`config.mk`:
```
export PLATFORM = sky130hd
export DESIGN_NAME = scfa_sizer
export DESIGN_NICKNAME = d
export VERILOG_FILES = /design/src/rtl/size_class_free_list_allocator_unit_defines.svh /design/src/rtl/scfa_pkg.sv /design/src/rtl/scfa_sizer.sv
export SDC_FILE = /design/constraint.sdc
export NUM_CORES = 1
export LEC_CHECK = 0
export ABC_AREA = 1
export BUFFER_PORTS_ARGS = -buffer_cell sky130_fd_sc_hd__buf_2
export CAP_MARGIN = 25
export CORE_UTILIZATION = 50
export DETAILED_ROUTE_END_ITERATION = 6
export PLACE_DENSITY = 0.68
export SLEW_MARGIN = 30
export SYNTH_ARGS = -nofsm -noshare
export SYNTH_HDL_FRONTEND = slang
export SYNTH_SLANG_ARGS = --single-unit
```
`constraint.sdc`:
```
create_clock -name clock -period 4.8 [get_ports clock]
set_clock_uncertainty 0.05 [all_clocks]
set_input_delay 0.24 -clock clock [delete_from_list [all_inputs] [get_ports clock]]
set_output_delay 0.24 -clock clock [all_outputs]
set_load 0.03 [all_outputs]
```
`src/rtl/size_class_free_list_allocator_unit_defines.svh`:
```
// Assertion macros for the size-class free-list allocator.
// Used by the top level only; expects signals named clock and reset in scope.
`ifndef SIZE_CLASS_FREE_LIST_ALLOCATOR_UNIT_DEFINES_SVH
`define SIZE_CLASS_FREE_LIST_ALLOCATOR_UNIT_DEFINES_SVH

// Condition holds at every clock edge out of reset
`define SCFA_ASSERT_HOLDS(lbl, cond, msg) \
   lbl: assert property (@(posedge clock) disable iff (reset) (cond)) else $error(msg);

// Same-cycle implication
`define SCFA_ASSERT_IMPLIES(lbl, ante, cons, msg) \
   lbl: assert property (@(posedge clock) disable iff (reset) (ante) |-> (cons)) \
      else $error(msg);

// Next-cycle implication
`define SCFA_ASSERT_NEXT(lbl, ante, cons, msg) \
   lbl: assert property (@(posedge clock) disable iff (reset) (ante) |=> (cons)) \
      else $error(msg);

`endif

```
`src/rtl/scfa_pkg.sv`:
```
// Shared types and constants for the size-class free-list allocator.
// No dependencies; imported by the top level and the sizer.
package scfa_pkg;

   // Sizing of the allocator
   localparam int POOL_BYTES  = 4194304;
   localparam int POOL_COUNT  = 16;
   localparam int STACK_DEPTH = 256;
   localparam int CLASS_COUNT = 11;
   localparam int MIN_BLOCK   = 4;

   // Field widths
   localparam int OP_W     = 1;
   localparam int COUNT_W  = 16;
   localparam int ADDR_W   = 26;
   localparam int STATUS_W = 3;
   localparam int CLASS_W  = 4;
   localparam int LIMIT_W  = 12;
   localparam int ELEM_W   = 9;

   // Derived widths
   localparam int PROD_W      = COUNT_W + ELEM_W;
   localparam int OFFSET_BITS = $clog2(POOL_BYTES);
   localparam int OFS_W       = OFFSET_BITS + 1;
   localparam int POOL_IDX_W  = $clog2(POOL_COUNT) + 1;
   localparam int FILL_W      = $clog2(STACK_DEPTH + 1);
   localparam int STK_IW      = (STACK_DEPTH > 1) ? $clog2(STACK_DEPTH) : 1;
   localparam int BLOCK_W     = CLASS_COUNT + 2;
   localparam int MEM_DEPTH   = CLASS_COUNT * STACK_DEPTH;
   localparam int MEM_AW      = (MEM_DEPTH > 1) ? $clog2(MEM_DEPTH) : 1;

   // Register port
   localparam int CSR_IDX_W  = 1;
   localparam int CSR_DATA_W = LIMIT_W;
   localparam logic [CSR_IDX_W-1:0] REG_LARGE_LIMIT   = 1'd0;
   localparam logic [CSR_IDX_W-1:0] REG_ELEMENT_BYTES = 1'd1;

   localparam logic [LIMIT_W-1:0] LIMIT_RESET = 12'd2048;
   localparam logic [ELEM_W-1:0]  ELEM_RESET  = 9'd4;

   localparam logic [OP_W-1:0] OP_ALLOC = 1'b0;
   localparam logic [OP_W-1:0] OP_FREE  = 1'b1;

   typedef enum logic [STATUS_W-1:0] {
      STAT_REUSED      = 3'd0,
      STAT_BUMPED      = 3'd1,
      STAT_LARGE_ALLOC = 3'd2,
      STAT_FREED       = 3'd3,
      STAT_LARGE_FREE  = 3'd4,
      STAT_NO_POOL     = 3'd5,
      STAT_STACK_FULL  = 3'd6
   } status_type;

   typedef enum logic [1:0] {
      S_IDLE,
      S_EXEC,
      S_POP
   } state_type;

   typedef struct packed {
      logic [OP_W-1:0]    op;
      logic [COUNT_W-1:0] elem_count;
      logic [ADDR_W-1:0]  block_addr;
   } req_type;

   typedef struct packed {
      status_type         status;
      logic [ADDR_W-1:0]  result_addr;
      logic [CLASS_W-1:0] size_class;
   } rsp_type;

   // Sizer result handed to the control logic
   typedef struct packed {
      logic               is_large;
      logic [CLASS_W-1:0] size_class;
   } size_info_type;

endpackage

```
`src/rtl/scfa_sizer.sv`:
```
// Request sizer: registers count times element size, then finds the size class.
// Depends on scfa_pkg.
module scfa_sizer (
   input  logic                          clock,
   input  logic                          load,
   input  logic [scfa_pkg::COUNT_W-1:0]  elem_count,
   input  logic [scfa_pkg::ELEM_W-1:0]   element_bytes,
   input  logic [scfa_pkg::LIMIT_W-1:0]  large_limit,
   output scfa_pkg::size_info_type       info
);
   import scfa_pkg::*;

   logic [PROD_W-1:0]      total_ff;
   logic [PROD_W-1:0]      total_in;
   logic [CLASS_COUNT-1:0] below;

   // Byte count of the transaction, captured at accept
   assign total_in = PROD_W'(elem_count) * PROD_W'(element_bytes);

   always_ff @(posedge clock) begin
      if (load) begin
         total_ff <= total_in;
      end
   end

   // Class index = number of class sizes that are still too small
   always_comb begin
      for (int j = 0; j < CLASS_COUNT; j++) begin
         below[j] = (PROD_W'(MIN_BLOCK) << j) < total_ff;
      end
      info.size_class = CLASS_W'($countones(below));
      info.is_large   = (total_ff > PROD_W'(large_limit)) || below[CLASS_COUNT-1];
   end

endmodule
```
# Word-level counts from Yosys, hierarchy flattened
# Index checks and enable logic that the tools add are counted.
[totals]
register_bits = 25
latch_bits = 0
ram_bits = 0
mem_bits_ro = 0
output_inout_bits = 5
word_cells = 25
mem_count = 0
[op_classes]
addsub = 10
n_mul = 1
n_div = 0
n_lt_le_gt_ge = 12
eq_ne = 0
shift = 0
n_mux = 0
n_bitwise = 0
reduce_logical = 1
[op_table]
columns = ["operator", "count"]
rows = [
  ["> comparator 25 x 12 -> 1 bit", 1],
  ["less-than comparator 10 x 25 -> 1 bit, first input constant", 1],
  ["less-than comparator 11 x 25 -> 1 bit, first input constant", 1],
  ["less-than comparator 12 x 25 -> 1 bit, first input constant", 1],
  ["less-than comparator 13 x 25 -> 1 bit, first input constant", 1],
  ["less-than comparator 3 x 25 -> 1 bit, first input constant", 1],
  ["less-than comparator 4 x 25 -> 1 bit, first input constant", 1],
  ["less-than comparator 5 x 25 -> 1 bit, first input constant", 1],
  ["less-than comparator 6 x 25 -> 1 bit, first input constant", 1],
  ["less-than comparator 7 x 25 -> 1 bit, first input constant", 1],
  ["less-than comparator 8 x 25 -> 1 bit, first input constant", 1],
  ["less-than comparator 9 x 25 -> 1 bit, first input constant", 1],
  ["multiplier 16 x 9 -> 25 bit", 1],
  ["adder 1 x 1 -> 2 bit", 5],
  ["adder 2 x 2 -> 3 bit", 2],
  ["adder 3 x 3 -> 4 bit", 1],
  ["adder 4 x 3 -> 4 bit", 1],
  ["adder 2 x 1 -> 3 bit", 1],
  ["logical OR 1 bit", 1],
]

# Depth between registers and ports, before layout
# Gate-level depths: netlist (run 1).
[depth]
ltp_word = 5
depth_mapped = 22
mapped_depth_nobuf = 21

# Worst setup path before layout (run 1)
# OpenSTA, ideal clock, no wires.
[synth_timing]
path_type = "in2reg"
start = "in element_bytes[8] in the netlist's numbering"
end = "reg total_ff[14] (data pin)"
setup_time_ns = 0.253
arrival_time_ns = 4.026
t_required_ns = 4.497
setup_slack_ns = 0.471
stages = 19
n_path_buf = 2
path_cell_list = "clkbuf_1 -> clkbuf_1 -> nand2_1 -> fa_1 -> fa_1 -> inv_1 -> fa_1 -> inv_1 -> fa_1 -> inv_1 -> ha_1 -> nand2_1 -> inv_1 -> nand2_1 -> nand2_1 -> nor2_1 -> o21ai_2 -> nor2_1 -> nor2_1"
[synth_via]
elab_chain_cells = 1
[synth_rtl]
columns = ["item", "line_no", "text"]
rows = [
  ["start: declaration", "scfa_sizer.sv:7", "input logic [scfa_pkg::ELEM_W-1:0] element_bytes,"],
  ["multiplier 16 x 9 -> 25 bit", "scfa_sizer.sv:18", "assign total_in = PROD_W'(elem_count) * PROD_W'(element_bytes);"],
  ["via total_in[14]", "scfa_sizer.sv:14", "logic [PROD_W-1:0] total_in;"],
  ["end signal: assignment", "scfa_sizer.sv:22", "total_ff <= total_in;"],
  ["end: declaration", "scfa_sizer.sv:13", "logic [PROD_W-1:0] total_ff;"],
]
# The timed path passes the listed nets, and every way through them passes these cells.
# A chain may end at the register's enable or synchronous reset.

==> results_dict.tcl, run 1 <==
set metrics [dict create \
    yosys_most_used_dff "edfxtp_1" \
    global_route_wire_length_before_repair_mm 24.29 \
    tritoncts_clock_tree "yes" \
    cellLeakagePower_uw 0.004365 \
    ctsRootBufferMaster "clkbuf_16" \
    synth_top_family_by_area "adder cells" \
    registers.top_by_ff_count "total_ff" \
    timing.final.crit_period_ns 4.460 \
    synth.area.mux_share 0 \
    gp_congestion 0.8721 \
    slew_headroom 0.6112 \
    overall_global_routing_usage 0.2255 \
    total_switching_power_uw 1863 \
    seq_area_frac_synth 0.1136 \
    p_comb_frac 0.795 \
    grt_setup_unrepaired "no" \
    internal-power_uw 1538 \
    initial_util 0.5176 \
    worstPathCellList "nor2_1, nand2_1, nor2_2, nand4_1, inv_2, nand2_1, fa_1, fa_1, fa_1, fa_1, fa_1, xnor2_1, buf_2" \
    wire_length_after_detailed_routing_mm 13.51 \
    antenna_found_initial 0 \
    buffer_ports.inserted 43 \
    worstMarginPinSlew_ns 0.5832 \
    arrival_ns 4.17 \
    drt-wirelength-per-cell_um 12.07 \
    detail_route.first_pass.iterations 5 \
    critical_path.n_buffers_inverters 2 \
    path_class "reg -> out" \
    post_synth_and_or_nand_nor_area_fraction 0.2294 \
    yosysMostFrequentCell "inv_1" \
    avgSynthCellArea_um2 7.079 \
    synthTopCellsByArea "fa_1 (32%), inv_1 (16%), nand2_1 (16%)" \
    swShare 0.5478 \
    cp-start-kind "register" \
    timing_hold_violations_final 0 \
    post_route_cells_drive_above_1_share 0.07075 \
    library_cells_used_by_synthesis 28 \
    critical-path-top-delay-family "adder cells" \
    vias 5295 \
    core_area_um2 12770 \
    top_post_synthesis_cells_by_count "inv_1 (283), nand2_1 (280), fa_1 (105), ha_1 (59), nor2_1 (50)" \
    final.setup.tns_ns 0 \
    largest_register_ff_count 25 \
    worst_ir_drop_on_vdd_mv 0.2521 \
    hold_slack_ns 0.3928 \
    largest_net_degree_at_the_start_of_global_routing 26 \
    powerDensity_nw_per_um2 486.0 \
    final_max_slew_viol_count 0 \
    placementRows 41 \
    signed_area_change_from_the_synthesized_netlist_to_the_final_layout_pct 5.829 \
    timing.critical_path.to_type "output port" \
    number_of_warnings_reported_in_the_yosys_synthesis_log 0 \
    globalRouteOverflowTotal 0 \
    min_period_over_period 0.9292 \
    dieHeight_um 117.0 \
    drtAntennaViolNets 0 \
    crit_slowest_cell "fa_1" \
    synth_nets 1137 \
    mappedNetlistArea_um2 6611 \
    synth_async_sr_flop_share 0 \
    worst_setup_path_endpoint "info[2]" \
    critical_path_fanout_max 5 \
    cap_violations 0 \
    post_synth_fa_ha_maj_area_fraction 0.4296 \
    max_clock_freq_mhz 224.2 \
    final_core_util 0.5478 \
    layout_top_registers "total_ff (25)" \
    synth_edf_count 25 \
    p_clk_frac 0.056 \
    worst_hold_path_type "in -> reg" \
    h-tree-depth 1 \
    number_of_violations_reported_at_the_end_of_detailed_routing_iteration_0 246 \
    top_level_ports 44 \
    seqCellArea_um2 750.7 \
    cp_slowest_stage_delay_ns 0.52 \
    multiInputGateArea_um2 4656 \
    hpwl_mm 11.47 \
    yosys_register_bits 25 \
    post-synth-top-area-cell "fa_1" \
    cp.required_ns 4.51 \
    power_frac_seq 0.149 \
    nNetsFinal 1151 \
    clk_transition_reported_paths_ns 0.07 \
    cts_sinks 25 \
    yosys.area.top_type_share 0.3179 \
    die_footprint_um2 13690 \
    synth_cells 934 \
    cp.depth 13 \
    setup_violations 0 \
    insertedDiodeCount 0 \
    cts_made_buffers 3 \
    drt-vias-per-instance 4.732 \
    cp_common_cell "fa_1" \
    clockBufferDepth 2 \
    drc_errors 0 \
    run_status "complete, no violations" \
    startpoint "total_ff[19]" \
    synth_xor_xnor_area_share 0.01590 \
    die_w_um 117.0 \
    vias_in_the_first_global_route 5459 \
    layout.filler_cells 1252 \
    synth-compound-area-share 0.02933 \
]
[placed cells by master, fill, tap and decap left out, drive strengths merged, types with 7 or more instances in the layout]
cell and n:
fa 105, nor2 56, ha 59, xor2 7
edfxtp 25, nand2 285, inv 287, a21oi 22
buf 43, nand3 23
[routing by layer]
metal  GRT usage  vias to the layer above  wire (µm)
met1      0.2866                     2498       5972
li1            -                     2671          -
met4     0.04219                        0        206
met3     0.01493                       16        452
met5           0                        -          0
met2      0.4241                      110       6877
[worst min path at each step]
| stage | start | to | slack, ns | cells past startpoint |
|---|---|---|---|---|
| final | elem_count[0] | total_ff[0] | 0.39 | 3 |
| after global routing | elem_count[0] | total_ff[0] | 0.42 | 3 |
| after CTS | elem_count[0] | total_ff[0] | 0.40 | 3 |
| after detailed placement | elem_count[0] | total_ff[0] | 0.66 | 3 |
| after global placement | elem_count[0] | total_ff[0] | 0.66 | 3 |
| after floorplan | load | total_ff[0] | 0.30 | 0 |
[logic make-up (layout without fill, tap and decap cells)]
kind of cell	count (synthesis)	after routing
and+or+nand+nor	379	379
adders and majority gates	164	164
DFF	25	25
xor gates and xnor gates	12	12
AOI/OAI and AO/OA	33	33
buffers and inverters	321	334
[final cells by class]
type,instances,area share
clock inverter,1,0.001073
inverter,287,0.1540
tap,172,0.03076
sequential,25,0.1073
multi-input combinational,588,0.6654
clock buffer,3,0.01073
timing repair buffer,43,0.03076
[stage by stage]
| stage | std cells | setup WS, ns | area [µm²] | power [µW] |
|---|---|---|---|---|
| after floorplan | 934 | 0.4711 | 6611 | 2579 |
| after global placement | 1115 | 0.2713 | 6914 | 3194 |
| after detailed placement | 1115 | 0.2804 | 6914 | 3224 |
| after CTS | 1119 | 0.2729 | 6997 | 3432 |
| after global routing | 1119 | 0.02164 | 6997 | 3878 |
| final | 1119 | 0.3399 | 6997 | 3400 |
[worst min-delay path: cells and delay by family]
| family | cells | cell delay (ns) |
|---|---|---|
| simple gates | 1 | 0.10 |
| buf+inv | 2 | 0.25 |
[power by group through the flow]
stage                     sequential [µW]  clock (µW)  combinational, µW
after global routing                  520         196               3160
after floorplan                       490           0               2090
after global placement                509           0               2680
after CTS                             509         191               2730
final                                 506         189               2700
after detailed placement              513           0               2710
[what timing repair did]
item,4_1_cts,5_1_grt
hold buffers,0,0
setup buffers,0,0
gates resized for setup,0,1
endpoints found under the setup margin,0,1
No activity file was read; power rests on OpenSTA's default activity.
==> run 2: changes to the inputs <==
Settings changed: CORE_UTILIZATION 50 to 52, PLACE_DENSITY 0.68 to 0.7.
==> run 2 against run 1 <==
Net effect:
- wire length is 3.5% lower
- clock power about the same
- power down 1.1%
==> results_dict.tcl, run 2 (synthesis gave the netlist of run 1 again) <==
set metrics [dict create \
    drt-wirelength-per-cell_um 11.69 \
    core_area_um2 12210 \
    final_common_cell "inv_1" \
    final_cell_count_without_fillers 1115 \
    vias_in_the_first_global_route 5355 \
    die_w_um 114.8 \
    h-tree-depth 1 \
    drt-vias-per-instance 4.750 \
    dieHeight_um 114.8 \
    globalRouteOverflowTotal 0 \
    grt_setup_unrepaired "no" \
    run_status "complete, no violations" \
    layout_common_cells "inv_1 (282), nand2_1 (280), fa_1 (105)" \
    die_footprint_um2 13170 \
    largest_net_degree_at_the_start_of_global_routing 26 \
    signed_area_change_from_the_synthesized_netlist_to_the_final_layout_pct 5.867 \
    worstMarginPinSlew_ns 0.5800 \
    drc_errors 0 \
    path_class "reg -> out" \
    buffer_ports.inserted 43 \
    timing.critical_path.to_type "output port" \
    layout_top_registers "total_ff (25)" \
    worst_hold_path_type "in -> reg" \
    cellLeakagePower_uw 0.004364 \
    final.setup.tns_ns 0 \
    setup_violations 0 \
    final_max_slew_viol_count 0 \
    clk_transition_reported_paths_ns 0.07 \
    registers.top_by_ff_count "total_ff" \
    drtAntennaViolNets 0 \
    vias 5296 \
    cts_sinks 25 \
    numPlacedInstances 1111 \
    max_clock_freq_mhz 221.7 \
    ctsRootBufferMaster "clkbuf_16" \
    slew_headroom 0.6134 \
    number_of_violations_reported_at_the_end_of_detailed_routing_iteration_0 307 \
    cp-start-kind "register" \
    clockBufferDepth 2 \
    hpwl_mm 11.17 \
    cp.required_ns 4.51 \
    overall_global_routing_usage 0.2256 \
    wire_length_after_detailed_routing_mm 13.03 \
    arrival_ns 4.22 \
    placementRows 40 \
    gp_congestion 0.8928 \
    powerDensity_nw_per_um2 480.6 \
    timing_hold_violations_final 0 \
    detail_route.first_pass.iterations 6 \
    nNetsFinal 1151 \
    insertedDiodeCount 0 \
    cap_violations 0 \
    tritoncts_clock_tree "yes" \
    critical_path_fanout_max 5 \
    top_level_ports 44 \
    worst_ir_drop_on_vdd_mv 0.3008 \
    initial_util 0.5414 \
    cts_made_buffers 3 \
    global_route_wire_length_before_repair_mm 23.83 \
    antenna_found_initial 0 \
    timing.final.crit_period_ns 4.511 \
    min_period_over_period 0.9397 \
    largest_register_ff_count 25 \
    post_route_cells_drive_above_1_share 0.07075 \
]
run 2: cell count changes in the layout (fill, tap and decap cells not counted):
cell / before / now
buf_2: 43 / 42
nor2_2: 6 / 5
clkbuf_4: 0 / 1
nor2_4: 0 / 1
run 2: per-stage QoR:
step	total power [µW]	instance area [µm²]	utilization	setup slack, ns	hold WS (ns)
3_3_place_gp	3172	6909	0.5658	0.2979	0.6622
5_1_grt	3847	6999	0.5732	0.01319	0.4136
6_report	3364	6999	0.5732	0.2893	0.3863
2_1_floorplan	2579	6611	-	0.4711	0.3025
4_1_cts	3387	6992	0.5725	0.2083	0.4004
3_5_place_dp	3189	6909	0.5658	0.3403	0.6573
run 2: final timing paths:
path                           from     endpoint  slack, ns  cells past startpoint
worst max-delay path   total_ff[21]      info[2]       0.29                     13
worst min-delay path  elem_count[0]  total_ff[0]       0.39                      3
run 2: area by class of cell:
type | instances | area [µm²]
fillers | 1188 | 5213
clock inverters | 1 | 7.507
repair buffers | 43 | 217.7
clock buffers | 3 | 75.07
flip-flops and latches | 25 | 750.7
inverters | 287 | 1077
well taps | 168 | 210.2
multi-input cells | 588 | 4661
run 2: metal layers:
layer / GRT usage / up-vias / share of wire
met3: 0.01265 / 9 / 0.035
met2: 0.4242 / 98 / 0.51
li1: - / 2674 / -
met5: 0 / - / 0
met4: 0.02338 / 0 / 0.0065
met1: 0.2965 / 2515 / 0.45
run 2: timing repair:
action	in CTS	in global routing
gates resized for setup	0	3
hold buffers	0	0
endpoints found under the setup margin	0	1
buffers inserted	0	0
run 2: critical path, cell delays in order, from the launching register on:
cell	delay (ns)
edfxtp_1	0.37
nor2_1	0.13
nand2_1	0.10
nor2_4	0.15
nand4_1	0.19
inv_2	0.13
nand2_1	0.08
fa_1	0.53
fa_1	0.52
fa_1	0.52
fa_1	0.47
fa_1	0.39
xnor2_1	0.16
clkbuf_4	0.20
run 2: power breakdown:
group          internal, µW  switching [µW]
clock                   113            72.9
sequential              450            51.0
combinational           972            1700
